File: config.mk
export PLATFORM = sky130hd
export DESIGN_NAME = fkts_ram
export DESIGN_NICKNAME = d
export VERILOG_FILES = /design/src/rtl/core/fkts_ram.sv
export SDC_FILE = /design/constraint.sdc
export NUM_CORES = 1
export LEC_CHECK = 0
export BUFFER_PORTS_ARGS = -buffer_cell sky130_fd_sc_hd__buf_4
export CAP_MARGIN = 0
export CELL_PAD_IN_SITES_DETAIL_PLACEMENT = 1
export CELL_PAD_IN_SITES_GLOBAL_PLACEMENT = 2
export CORE_MARGIN = 2
export CORE_UTILIZATION = 48
export DETAILED_ROUTE_END_ITERATION = 7
export GPL_ROUTABILITY_DRIVEN = 0
export GPL_TIMING_DRIVEN = 0
export HOLD_SLACK_MARGIN = 0.08
export PLACE_DENSITY_LB_ADDON = 0.12
export RECOVER_POWER = 100
export SYNTH_ARGS = -nofsm -noshare
export SYNTH_HDL_FRONTEND = slang
export SYNTH_SLANG_ARGS = --single-unit
File: constraint.sdc
create_clock -name clk -period 2.04 [get_ports clk]
set_input_delay 0.408 -clock clk [delete_from_list [all_inputs] [get_ports clk]]
set_output_delay 0.408 -clock clk [all_outputs]
set_load 0.01 [all_outputs]
File: src/rtl/core/fkts_ram.sv
// generic single write port, single read port ram with registered read
module fkts_ram #(
	parameter int WIDTH = 8,
	parameter int DEPTH = 16
) (
	input  logic                     clk,
	input  logic                     we,
	input  logic [$clog2(DEPTH)-1:0] waddr,
	input  logic [WIDTH-1:0]         wdata,
	input  logic                     re,
	input  logic [$clog2(DEPTH)-1:0] raddr,
	output logic [WIDTH-1:0]         rdata
);

	logic [WIDTH-1:0] mem_q [DEPTH];
	logic [WIDTH-1:0] rdata_q;

	always_ff @(posedge clk) begin
		if (we) begin
			mem_q[waddr] <= wdata;
		end
		if (re) begin
			rdata_q <= mem_q[raddr];
		end
	end

	assign rdata = rdata_q;

endmodule

==> summary.md <==
| Metric | Value |
|---|---|
| Critical path's top delay family | `simple AND/OR/NAND/NOR gates` |
| Vias per cell | `5.78` |
| GRT Total Usage | `between 20% and 30%` |
| Dpl cells | `394` |
| Fin crit share | `94.3%` |
| Final setup fails | `0` |
| Die ar. | `11700 sq um` |
| CTS tree | `yes` |
| Final Routed Wirelength | `around 11000 microns` |
| Primary FF master, synth | `edfxtp_1` |
| Post-synthesis sequential area ratio | `78.1%` |
| Required @ worst endpoint | `2.18 ns` |
| Simple-gate share of the synthesized area | `3.14%` |
| Via count | `2475` |
| CP startpoint kind | `primary input` |
| Mapped Cells | `between 200 and 250` |
| Worst path cell trace | `clkbuf_1, or3b_2, nor3_1` |
| Worst rel slew slack | `a little under an eighth` |
| RSZ-0062 raised after global routing | `no` |
| Layout cells sized above 1 | `between 20 and 25%` |
| Multiplexer area fraction after synthesis | `between 10% and 20%` |
| Area of the mapped netlist | `5230 sq um` |
| Outcome | `finished clean` |
| # DRC | `0` |
| HP Class | `primary input to register` |
| Main combinational cell family by area after synthesis | `multiplexers` |
| CTS resizes | `0` |
| DRT iter0 DRCs | `approximately 140` |
| Core footprint | `10700 sq um` |
| WS Path Type | `primary input to register` |
| Die Width | `108 microns` |
| Clk Latency, worst-skew pair | `0.53 ns` |
| Number of I/O port buffers | `25` |
| Max-cap viol count | `0` |
| Row count | `38` |
| Max-slew violations | `0` |
| Hold Vio Cnt, Final | `0` |
| Htree depth | `4` |
| Critical-path top delay cell | `nor3_1` |
| Final ANT Viol Nets | `0` |
| Synth cell types | `18` |
| Ranking of synthesized cells by area | `edfxtp_1, mux4_2, mux4_1` |
| Hold buffers post-CTS | `0` |
| Ys async rst share | `0%` |
| Cts bufs inserted | `17` |
| Total number of yosys warnings | `0` |
| Syn_nets | `approximately 250` |
| Nets | `294` |
| Critical-path maximum fanout | `8` |
| Synth cell count leaders | `edfxtp_1, mux4_2, a22oi_1, mux4_1, nor2_1` |
| Root Driver | `clkbuf_8` |
| Layout Cells excl Fill | `428` |
| I/O pin cnt | `27` |
| P&R area growth vs syn | `17.5%` |
| Buf/Inv on CP | `1` |
| Most frequent cell after synthesis | `edfxtp_1` |
| GRT overflow | `0` |
| Worst stage delay on the critical path | `1.02 ns` |
| Final worst path period need | `1.92 ns` |
| Largest area contributor in the netlist | `edfxtp_1` |
| Flops & latches, synth | `136` |
| Number of global-route vias before repair | `2532` |
| CTS sink cnt | `136` |
| Setup bufs post-CTS | `0` |
| Initial Utilization | `about half` |
| Largest net degree at the start of global routing | `17` |
| Yosys top cell area share | `between 70% and 80%` |
| Critical path arrival | `approximately 2.1 ns` |
| Maximum clock frequency | `520 MHz` |
| Antenna diodes | `0` |
| Clock slew at reported path FFs | `0.06 ns` |
| Initial antenna violation count | `0` |
| Max clock buf depth | `2` |
| Slew @ Worst Pin | `1.32 ns` |
| Synth Area in XOR/XNOR | `0%` |
| Clock skew | `~0.0057 ns` |
| Die Y | `108 microns` |
| Post-DP HPWL | `6700 microns` |
| Synthesized area per cell | `22.8 sq um` |
| VDD IR max | `0.000497 V` |
| Routed WL per cell | `25.7 microns` |
| Number of synthesized flops with an enable pin | `136` |
| First-pass GRT wire length | `16700 microns` |
| Utilization after layout | `57.2%` |
| PD cells | `1090 nW/um^2` |
| Adder-Cell Fraction of Synth Area | `0%` |
| DR pass1 iterations | `4` |
| P_leak | `2.00 nW` |
| Synth Area in Compound Gates | `around 2.3%` |
| Critical path endpoint category | `register` |
state kept, by name, summed over array words and instances (netlist names):
signal and cells:
rdata 8, mem_q 128
stage by stage:
step	total power [W]	hold slack (ns)	setup TNS [ns]	setup slack [ns]	area, sq um
after global placement	0.00353	0.696	-8.42	-0.501	5590
after floorplan	0.00338	0.507	0	0.139	5230
after global routing	0.00687	0.275	0	0.0253	6140
after detailed placement	0.00355	0.702	-8.51	-0.449	5590
final	0.00667	0.295	0	0.116	6140
after CTS	0.00675	0.140	0	0.110	6210
power breakdown:
group | switching [W] | total [W] | internal, W
registers | 0.0000155 | 0.00317 | 0.00315
clock network | 0.00112 | 0.00321 | 0.00209
logic | 0.000182 | 0.000299 | 0.000117
per-layer routing:
layer	wire, microns	track usage [%]
met5	0	0
met4	136	7.14
met3	718	6.33
met2	5160	31.1
met1	5010	30.9
placed cells by master, fill, tap and decap left out, types with 2 or more instances in the layout:
master / synthesis / layout
edfxtp_1: 136 / 136
buf_4: 1 / 6
clkinv_1: 0 / 3
clkdlybuf4s25_2: 3 / 3
mux4_1: 14 / 14
nor2_1: 13 / 13
buf_2: 3 / 3
a22oi_1: 16 / 16
mux4_2: 18 / 18
clkbuf_16: 0 / 16
nor3_1: 4 / 4
clkbuf_1: 0 / 22
clkinv_2: 0 / 3
clkinvlp_4: 0 / 3
nand2_1: 9 / 9
buf_6: 3 / 3
nand2b_1: 2 / 2
bufinv_16: 0 / 5
nand3b_1: 2 / 2
final timing paths:
check,slack [ns],end,cells past startpoint,startpoint
max reg2reg,0.49,rdata[3],3,mem_q[9][3]
max,0.12,mem_q[0][1],3,waddr[2]
min,0.29,mem_q[12][0],2,waddr[1]
min reg2reg,0.77,rdata[7],3,mem_q[11][7]
area by class of cell:
type,count,area (sq um)
Fill cell,961,4600
Sequential cell,136,4080
Multi-Input combinational cell,83,1060
Clock buffer,17,414
Clock inverter,15,208
Tap cell,140,175
Timing Repair Buffer,27,120
Buffer,10,86.3
kinds of logic (layout without fill, tap and decap cells):
family / count (synthesis) / in the layout
flops: 136 / 136
simple gates: 35 / 35
mux: 32 / 32
compound gates: 16 / 16
buf+inv: 10 / 69
worst register-to-register path, cell delays in order (launching register included):
cell,delay (ns)
edfxtp_1,0.38
mux4_1,0.52
a22oi_1,0.31
nand2_1,0.08
Power figures use the tool's default switching activity.
