## config.mk

```make
export PLATFORM = sky130hd
export DESIGN_NAME = fkts_probe
export DESIGN_NICKNAME = d
export VERILOG_FILES = /design/src/rtl/core/fkts_pkg.sv /design/src/rtl/core/fkts_probe.sv
export SDC_FILE = /design/constraint.sdc
export NUM_CORES = 1
export LEC_CHECK = 0
export ABC_AREA = 1
export BUFFER_PORTS_ARGS = -buffer_cell sky130_fd_sc_hd__buf_2
export CELL_PAD_IN_SITES_DETAIL_PLACEMENT = 1
export CELL_PAD_IN_SITES_GLOBAL_PLACEMENT = 2
export CORE_ASPECT_RATIO = 0.8
export CORE_MARGIN = 10
export CORE_UTILIZATION = 21
export DETAILED_ROUTE_END_ITERATION = 8
export PLACE_DENSITY = 0.94
export SYNTH_ARGS = -nofsm -noshare
export SYNTH_HDL_FRONTEND = slang
export SYNTH_SLANG_ARGS = --single-unit
```

## constraint.sdc

```tcl
create_clock -name vclk -period 2.4
set_input_delay 0.12 -clock vclk [all_inputs]
set_output_delay 0.12 -clock vclk [all_outputs]
set_load 0.05 [all_outputs]
```

## src/rtl/core/fkts_pkg.sv

```systemverilog
// types and constants shared by the floor key table search block
package fkts_pkg;

	localparam int OP_W   = 2;
	localparam int KEY_W  = 32;
	localparam int LINE_W = 20;
	localparam int ST_W   = 2;
	localparam int IDX_W  = 8;

	typedef enum logic [OP_W-1:0] {
		OP_APPEND = 2'd0,
		OP_CLEAR  = 2'd1,
		OP_QUERY  = 2'd2
	} op_t;

	typedef enum logic [ST_W-1:0] {
		ST_OK   = 2'd0,
		ST_MISS = 2'd1,
		ST_FULL = 2'd2
	} status_t;

	typedef enum logic [2:0] {
		S_IDLE,
		S_EXEC,
		S_PROBE,
		S_CMP,
		S_DONE
	} state_t;

endpackage

```

## src/rtl/core/fkts_probe.sv

```systemverilog
// binary search step unit: midpoint, key compare and next search bounds
module fkts_probe #(
	parameter int CW = 9
) (
	input  logic [CW-1:0]               lo,
	input  logic [CW-1:0]               hi_end,
	input  logic [fkts_pkg::KEY_W-1:0]  probe_key,
	input  logic [fkts_pkg::KEY_W-1:0]  target,
	output logic                        more,
	output logic [CW-1:0]               mid,
	output logic                        key_le,
	output logic [CW-1:0]               lo_nxt,
	output logic [CW-1:0]               hi_nxt
);

	import fkts_pkg::*;

	logic [CW-1:0] span_m1;

	// search range is [lo, hi_end), so it is live while lo is below hi_end
	assign more    = lo < hi_end;
	assign span_m1 = hi_end - lo - CW'(1);
	assign mid     = lo + (span_m1 >> 1);
	assign key_le  = probe_key <= target;

	always_comb begin
		lo_nxt = lo;
		hi_nxt = hi_end;
		if (key_le) begin
			lo_nxt = mid + CW'(1);
		end else begin
			hi_nxt = mid;
		end
	end

endmodule

```

==> impl_summary.txt, run 1 <==
----------------------------------------------------
[Critical path]
  Kind of critical path ... in -> out
  Crit start category ... input pin
  Worst-path cell with the longest stage delay ... fa_2
  Maximum fanout along the worst path ... 5
  Critical Path Max Stage Delay ... 0.39 ns
  Data required time of the worst path ... 2.28 ns
  Worst endpoint data arrival time ... 2.93 ns
  Most frequent cell on the critical path ... a21oi_2
  Series of cell instances along the critical path ... buf_8 -> inv_4 -> nor2_4 -> fa_2 -> a21oi_2 -> o21ai_2 -> nand2_1 -> a21oi_2 -> nor2_1 -> xor2_1 -> inv_1 -> ha_4 -> a21oi_2 -> nand4_1 -> nand2_4 -> clkinvlp_4 -> xor2_1 -> nand2_1 -> nand2_4 -> buf_8
  Crit end category ... primary output

[Power and ir drop]
  Peak VDD IR ... 0.493 mV
  Post-layout power ... 2.53 mW
  Standby leakage power ... 2.35 nW
  Power Density ... 623 nW/µm²

[Routing]
  Wire per inst ... 15.0 µm
  Initial DRT Pass Iterations ... 4
  Post-route ant nets ... 0
  Final routed DRC violation total ... 0
  Vias per std cell ... 4.43
  Sum of routed wire length over all layers ... 10.4 mm
  Drt initial violations ... 60
  Count of vias placed by the detailed router ... 3091

[Finish]
  Layout Nets ... 699
  Most frequent standard cell in the layout excluding fill and tap cells ... buf_2
  Number of flip-flops and latches ... 0
  Number of clock buffers in the layout ... 0
  Total area of sequential cells ... 0 µm²
  Count of non-filler cells in the finished layout ... 697
  Antenna fix cells ... 0
  Share of layout cells above drive strength 1 ... 0.476
  Post-route cell area ... 4060 µm²
  Area of the multi-input gates ... 2300 µm²
  Commonest cells after routing, fill and taps aside ... 86 x buf_2, 84 x nand2_1, 77 x inv_1, 55 x buf_4, 48 x ha_1
  Area added between synthesis and finish ... 82.9%
  Fill cell instance count of the final layout ... 1332

[Synth]
  Number of distinct library cells after synthesis ... 22
  Sequential element share of the synthesized area ... 0
  Cell count after synthesis ... 390
  Net count after synthesis ... 530
  Total number of yosys warnings ... 0
  Netlist area before placement ... 2220 µm²
  Mean instance size in the synthesized netlist ... 5.69 µm²

[GRT]
  Overall Global Routing Usage ... 0.122
  Largest net degree at the start of global routing ... 20
  First-pass GRT wire length ... 15.9 mm
  Antenna violations before repair ... 0
  Via count of the first global-routing pass ... 3500
  Overflow after GRT ... 0

[Floorplan]
  I/O pin count ... 111
  Number of placement rows ... 33
  Die W ... 135 µm
  Die Span Y ... 112 µm
  Floorplan die area ... 15100 µm²
  Starting density of the core ... 0.216
  Area of the core ... 10300 µm²

[Placed design]
  Cell count after placement ... 683
  Detail Placement HPWL ... 8.25 mm
  Placement Cell Area ... 3480 µm²
  Number of I/O port buffers ... 111
  Placer Congestion ... 0.818

[Worst hold path]
  Number of stages on the worst hold path ... 4
  Classification of the worst-slack hold path ... in -> out
  Hold endpoint ... hi_nxt[3]
  Origin of the worst min-delay path ... hi_end[3]

[Timing]
  Number of max-slew violations in the final report ... 0
  Number of hold violations in the final report ... 0
  Highest attainable clock frequency ... 327 MHz
  Min Hold Slack ... 0.629 ns
  Final period utilization ... 1.27
  Actual transition at the worst max-transition pin ... 0.298 ns
  Time the worst path needs with I/O delays and setup ... 3.05 ns
  Final setup violating endpoints ... 20
  Worst relative slew slack ... 0.802
  RSZ-0062 raised after global routing ... yes
  Final worst setup slack ... -0.654 ns

[Status]
  Run status ... complete, but fails checks
  Violated checks ... negative setup slack

[Run]
  Number of max-cap violations ... 0

[Clocking]
  Number of hold-repair buffers added at the cts stage ... 0

----------------------------------------------------
==> per-layer routing <==
layer,GRT usage,routed length [µm]
met4,0.00860,80
met1,0.130,4300
met2,0.252,5600
met5,0,0
met3,0.0193,469
==> Yosys cell counts (all sizes together) <==
| cell type | number | share of area |
|---|---|---|
| nand2 | 127 | 0.22 |
| inv | 90 | 0.15 |
| ha | 56 | 0.32 |
| nand3 | 32 | 0.072 |
| a21oi | 28 | 0.063 |
| nor2 | 20 | 0.034 |
| xor2 | 8 | 0.032 |
| o21ai | 6 | 0.014 |
| nand4 | 4 | 0.011 |
| o21a | 4 | 0.014 |
| a21o | 3 | 0.010 |
| buf | 3 | 0.011 |
| fa | 2 | 0.018 |
| nand3b | 2 | 0.0068 |
| xnor2 | 2 | 0.0079 |
| a31oi | 1 | 0.0028 |
| nor4 | 1 | 0.0096 |
| o211ai | 1 | 0.0034 |
==> worst max-delay path by stage <==
stage	cells after the start	start	slack, ns	end
after CTS	25	hi_end[0]	-0.50	lo_nxt[7]
after floorplan	22	lo[1]	-0.38	lo_nxt[7]
final	20	hi_end[0]	-0.65	lo_nxt[6]
after detailed placement	26	lo[1]	-0.70	lo_nxt[8]
after global placement	16	lo[0]	-0.60	lo_nxt[6]
after global routing	20	hi_end[0]	-0.86	lo_nxt[6]
==> what timing repair did <==
action | 4_1_cts | 5_1_grt
setup buffers | 8 | 8
endpoints found under the setup margin | 21 | 24
pin swaps | 21 | 26
resized for setup | 75 | 55
==> power by group <==
part / leakage, nW / switching, mW / total (mW) / internal (mW)
Sequential: 0 / 0 / 0 / 0
Combinational: 2.35 / 1.49 / 2.53 / 1.04
Clock: 0 / 0 / 0 / 0
==> logic make-up after synthesis <==
logic type,count (synthesis),share of synthesized area
buf+inv,93,0.163
compound gates,43,0.107
simple gates,186,0.357
fa+ha+maj,58,0.334
xor+xnor,10,0.0395
==> worst max-delay path: cells and delay by family <==
family | cells | cell delay, ns
and+or+nand+nor | 7 | 0.80
buffers and inverters | 5 | 0.54
AOI/OAI and AO/OA | 4 | 0.51
xor gates and xnor gates | 2 | 0.34
adders and majority gates | 2 | 0.64
==> cell type report <==
cell class | instances | share of cell area
repair buffers | 170 | 0.302
well taps | 140 | 0.0431
multi-input cells | 297 | 0.567
inverters | 90 | 0.0884
==> stage by stage <==
step           TNS, ns  utilization  setup WS, ns
3_5_place_dp     -8.29        0.338        -0.701
2_1_floorplan    -2.69            -        -0.377
4_1_cts          -5.83        0.368        -0.498
6_report         -8.42        0.395        -0.654
3_3_place_gp     -6.78        0.338        -0.598
5_1_grt         -11.56        0.395        -0.857
No activity file was read; power rests on OpenSTA's default activity.
==> run 2: changes to the inputs <==
Settings changed: SETUP_SLACK_MARGIN set to 0.02.
==> run 2 against run 1 <==
  * Critical endpoint is now lo_nxt[7]
  * Non-clock buffer count is the same
  * Sequential cell count stayed put
  * Critical path depth grew 2
  * Count of clock-buffer cells in the layout unchanged
  * Routed wire length increased by 1.3%
  * Critical path type unchanged
  * Utilization grew 0.12 points
  * The run still ends with negative setup slack left
==> impl_summary.txt, run 2 (same netlist as run 1, synthesis figures left out) <==
----------------------------------------------------
[Status]
  Run status ... complete, but fails checks
  Violated checks ... negative setup slack

[Power and ir drop]
  Portion of total power attributed to sequential cells ... 0
  Peak VDD IR ... 0.499 mV
  Fraction of power consumed by combinational cells ... 1.000
  Cell Int Power ... 1.06 mW
  Power Density ... 627 nW/µm²
  Standby leakage power ... 2.35 nW
  Clock share of power ... 0
  Net switching fraction of the power ... 0.586
  Switching power ... 1.50 mW

[Critical path]
  Worst endpoint data arrival time ... 2.91 ns
  Critical Path Max Stage Delay ... 0.39 ns
  Cell family with the largest share of critical-path delay ... simple AND/OR/NAND/NOR gates
  Crit end category ... primary output
  Start point of the critical path ... hi_end[0]
  Critical path depth in cells ... 22
  Crit start category ... input pin
  Maximum fanout along the worst path ... 5
  Data required time of the worst path ... 2.28 ns
  Sum of buffers and inverters on the critical path ... 5
  Most frequent cell on the critical path ... nand2_2
  Series of cell instances along the critical path ... buf_8 -> inv_4 -> nor2_4 -> fa_2 -> a21oi_2 -> o21ai_2 -> nand2_1 -> a21oi_2 -> nor2_1 -> xor2_1 -> inv_1 -> ha_4 -> a21oi_2 -> nand4_1 -> nand2_4 -> clkinvlp_4 -> nand2_2 -> nand2_2 -> nand2_2 -> nand2_2 -> nand2_4 -> buf_8
  Worst-path cell with the longest stage delay ... fa_2
  Kind of critical path ... in -> out

[Finish]
  Fill cell instance count of the final layout ... 1330
  Area of the multi-input gates ... 2310 µm²
  Total area of sequential cells ... 0 µm²
  Number of clock buffers in the layout ... 0
  Number of flip-flops and latches ... 0
  Layout Nets ... 699
  Utilization of the core after routing ... 0.396
  Most frequent standard cell in the layout excluding fill and tap cells ... buf_2
  Antenna fix cells ... 0
  Area added between synthesis and finish ... 83.5%
  Post-route cell area ... 4070 µm²
  Share of layout cells above drive strength 1 ... 0.478
  Commonest cells after routing, fill and taps aside ... 86 x buf_2, 84 x nand2_1, 77 x inv_1, 55 x buf_4, 48 x ha_1

[Timing]
  Highest attainable clock frequency ... 330 MHz
  Final setup violating endpoints ... 21
  Final period utilization ... 1.26
  Actual transition at the worst max-transition pin ... 0.303 ns
  Number of hold violations in the final report ... 0
  Number of max-slew violations in the final report ... 0
  Final worst setup slack ... -0.634 ns
  Worst relative slew slack ... 0.798
  Time the worst path needs with I/O delays and setup ... 3.03 ns
  RSZ-0062 raised after global routing ... yes

[Placed design]
  Placement Cell Area ... 3480 µm²
  Placement Setup Slack ... -0.701 ns
  Detail Placement HPWL ... 8.25 mm
  Number of I/O port buffers ... 111
  Placer Congestion ... 0.818

[GRT]
  Via count of the first global-routing pass ... 3498
  Overall Global Routing Usage ... 0.123
  Overflow after GRT ... 0
  Antenna violations before repair ... 0
  Largest net degree at the start of global routing ... 20
  First-pass GRT wire length ... 16.0 mm

[Routing]
  Drt initial violations ... 79
  Final routed DRC violation total ... 0
  Routed length on met1 ... 4.23 mm
  Post-route ant nets ... 0
  Wire per inst ... 15.2 µm
  Initial DRT Pass Iterations ... 4
  Vias per std cell ... 4.46
  Count of vias placed by the detailed router ... 3108
  Routed length on met3 ... 575 µm
  Sum of routed wire length over all layers ... 10.6 mm
  Highest signal layer in the routed design ... met4
  Total met2 wirelength after detailed routing ... 5.68 mm

[Run]
  Number of max-cap violations ... 0

[Floorplan]
  Die Span Y ... 112 µm
  Starting density of the core ... 0.216
  Floorplan die area ... 15100 µm²
  Number of placement rows ... 33
  Area of the core ... 10300 µm²
  I/O pin count ... 111
  Die W ... 135 µm

[Worst hold path]
  Number of stages on the worst hold path ... 4
  Origin of the worst min-delay path ... hi_end[3]
  Classification of the worst-slack hold path ... in -> out

----------------------------------------------------
-- run 2: repair_timing --
item	CTS	global route
pin swaps	21	25
hold buffers	0	0
buffers inserted	8	8
endpoints found under the setup margin	21	24
endpoints found under the hold margin	0	0
resized for setup	77	57
-- run 2: metal layers --
layer,GRT usage,up-vias
li1,-,1552
met5,0,-
met1,0.131,1468
met2,0.253,80
met3,0.0193,8
met4,0.00860,0
-- run 2: final timing paths --
path	slack, ns	to
setup / recovery	-0.63	lo_nxt[7]
hold / removal	0.63	hi_nxt[3]
-- run 2: worst min-delay path, stage by stage --
cell	delay, ns
buf_2	0.11
nand2_1	0.05
nand2_1	0.07
buf_6	0.15
-- run 2: cell type report --
class / count / area share
timing repair buffer: 170 / 0.303
multi-input combinational: 297 / 0.566
tap: 140 / 0.0430
inverter: 90 / 0.0882
-- run 2: power by group through the flow --
| stage | Clock [mW] | Combinational, mW | Sequential (mW) |
|---|---|---|---|
| finish | 0 | 2.55 | 0 |
| global placement | 0 | 1.87 | 0 |
| floorplan | 0 | 1.29 | 0 |
| CTS | 0 | 2.26 | 0 |
| global route | 0 | 2.73 | 0 |
| detailed placement | 0 | 1.93 | 0 |
-- run 2: per-stage QoR --
stage               instances  TNS, ns  hold slack (ns)  total power [mW]
floorplan                 390    -2.69            0.440              1.29
global placement          683    -6.78            0.648              1.87
detailed placement        683    -8.29            0.654              1.93
CTS                       690    -5.83            0.622              2.26
global route              697   -11.92            0.663              2.73
finish                    697    -8.74            0.627              2.55
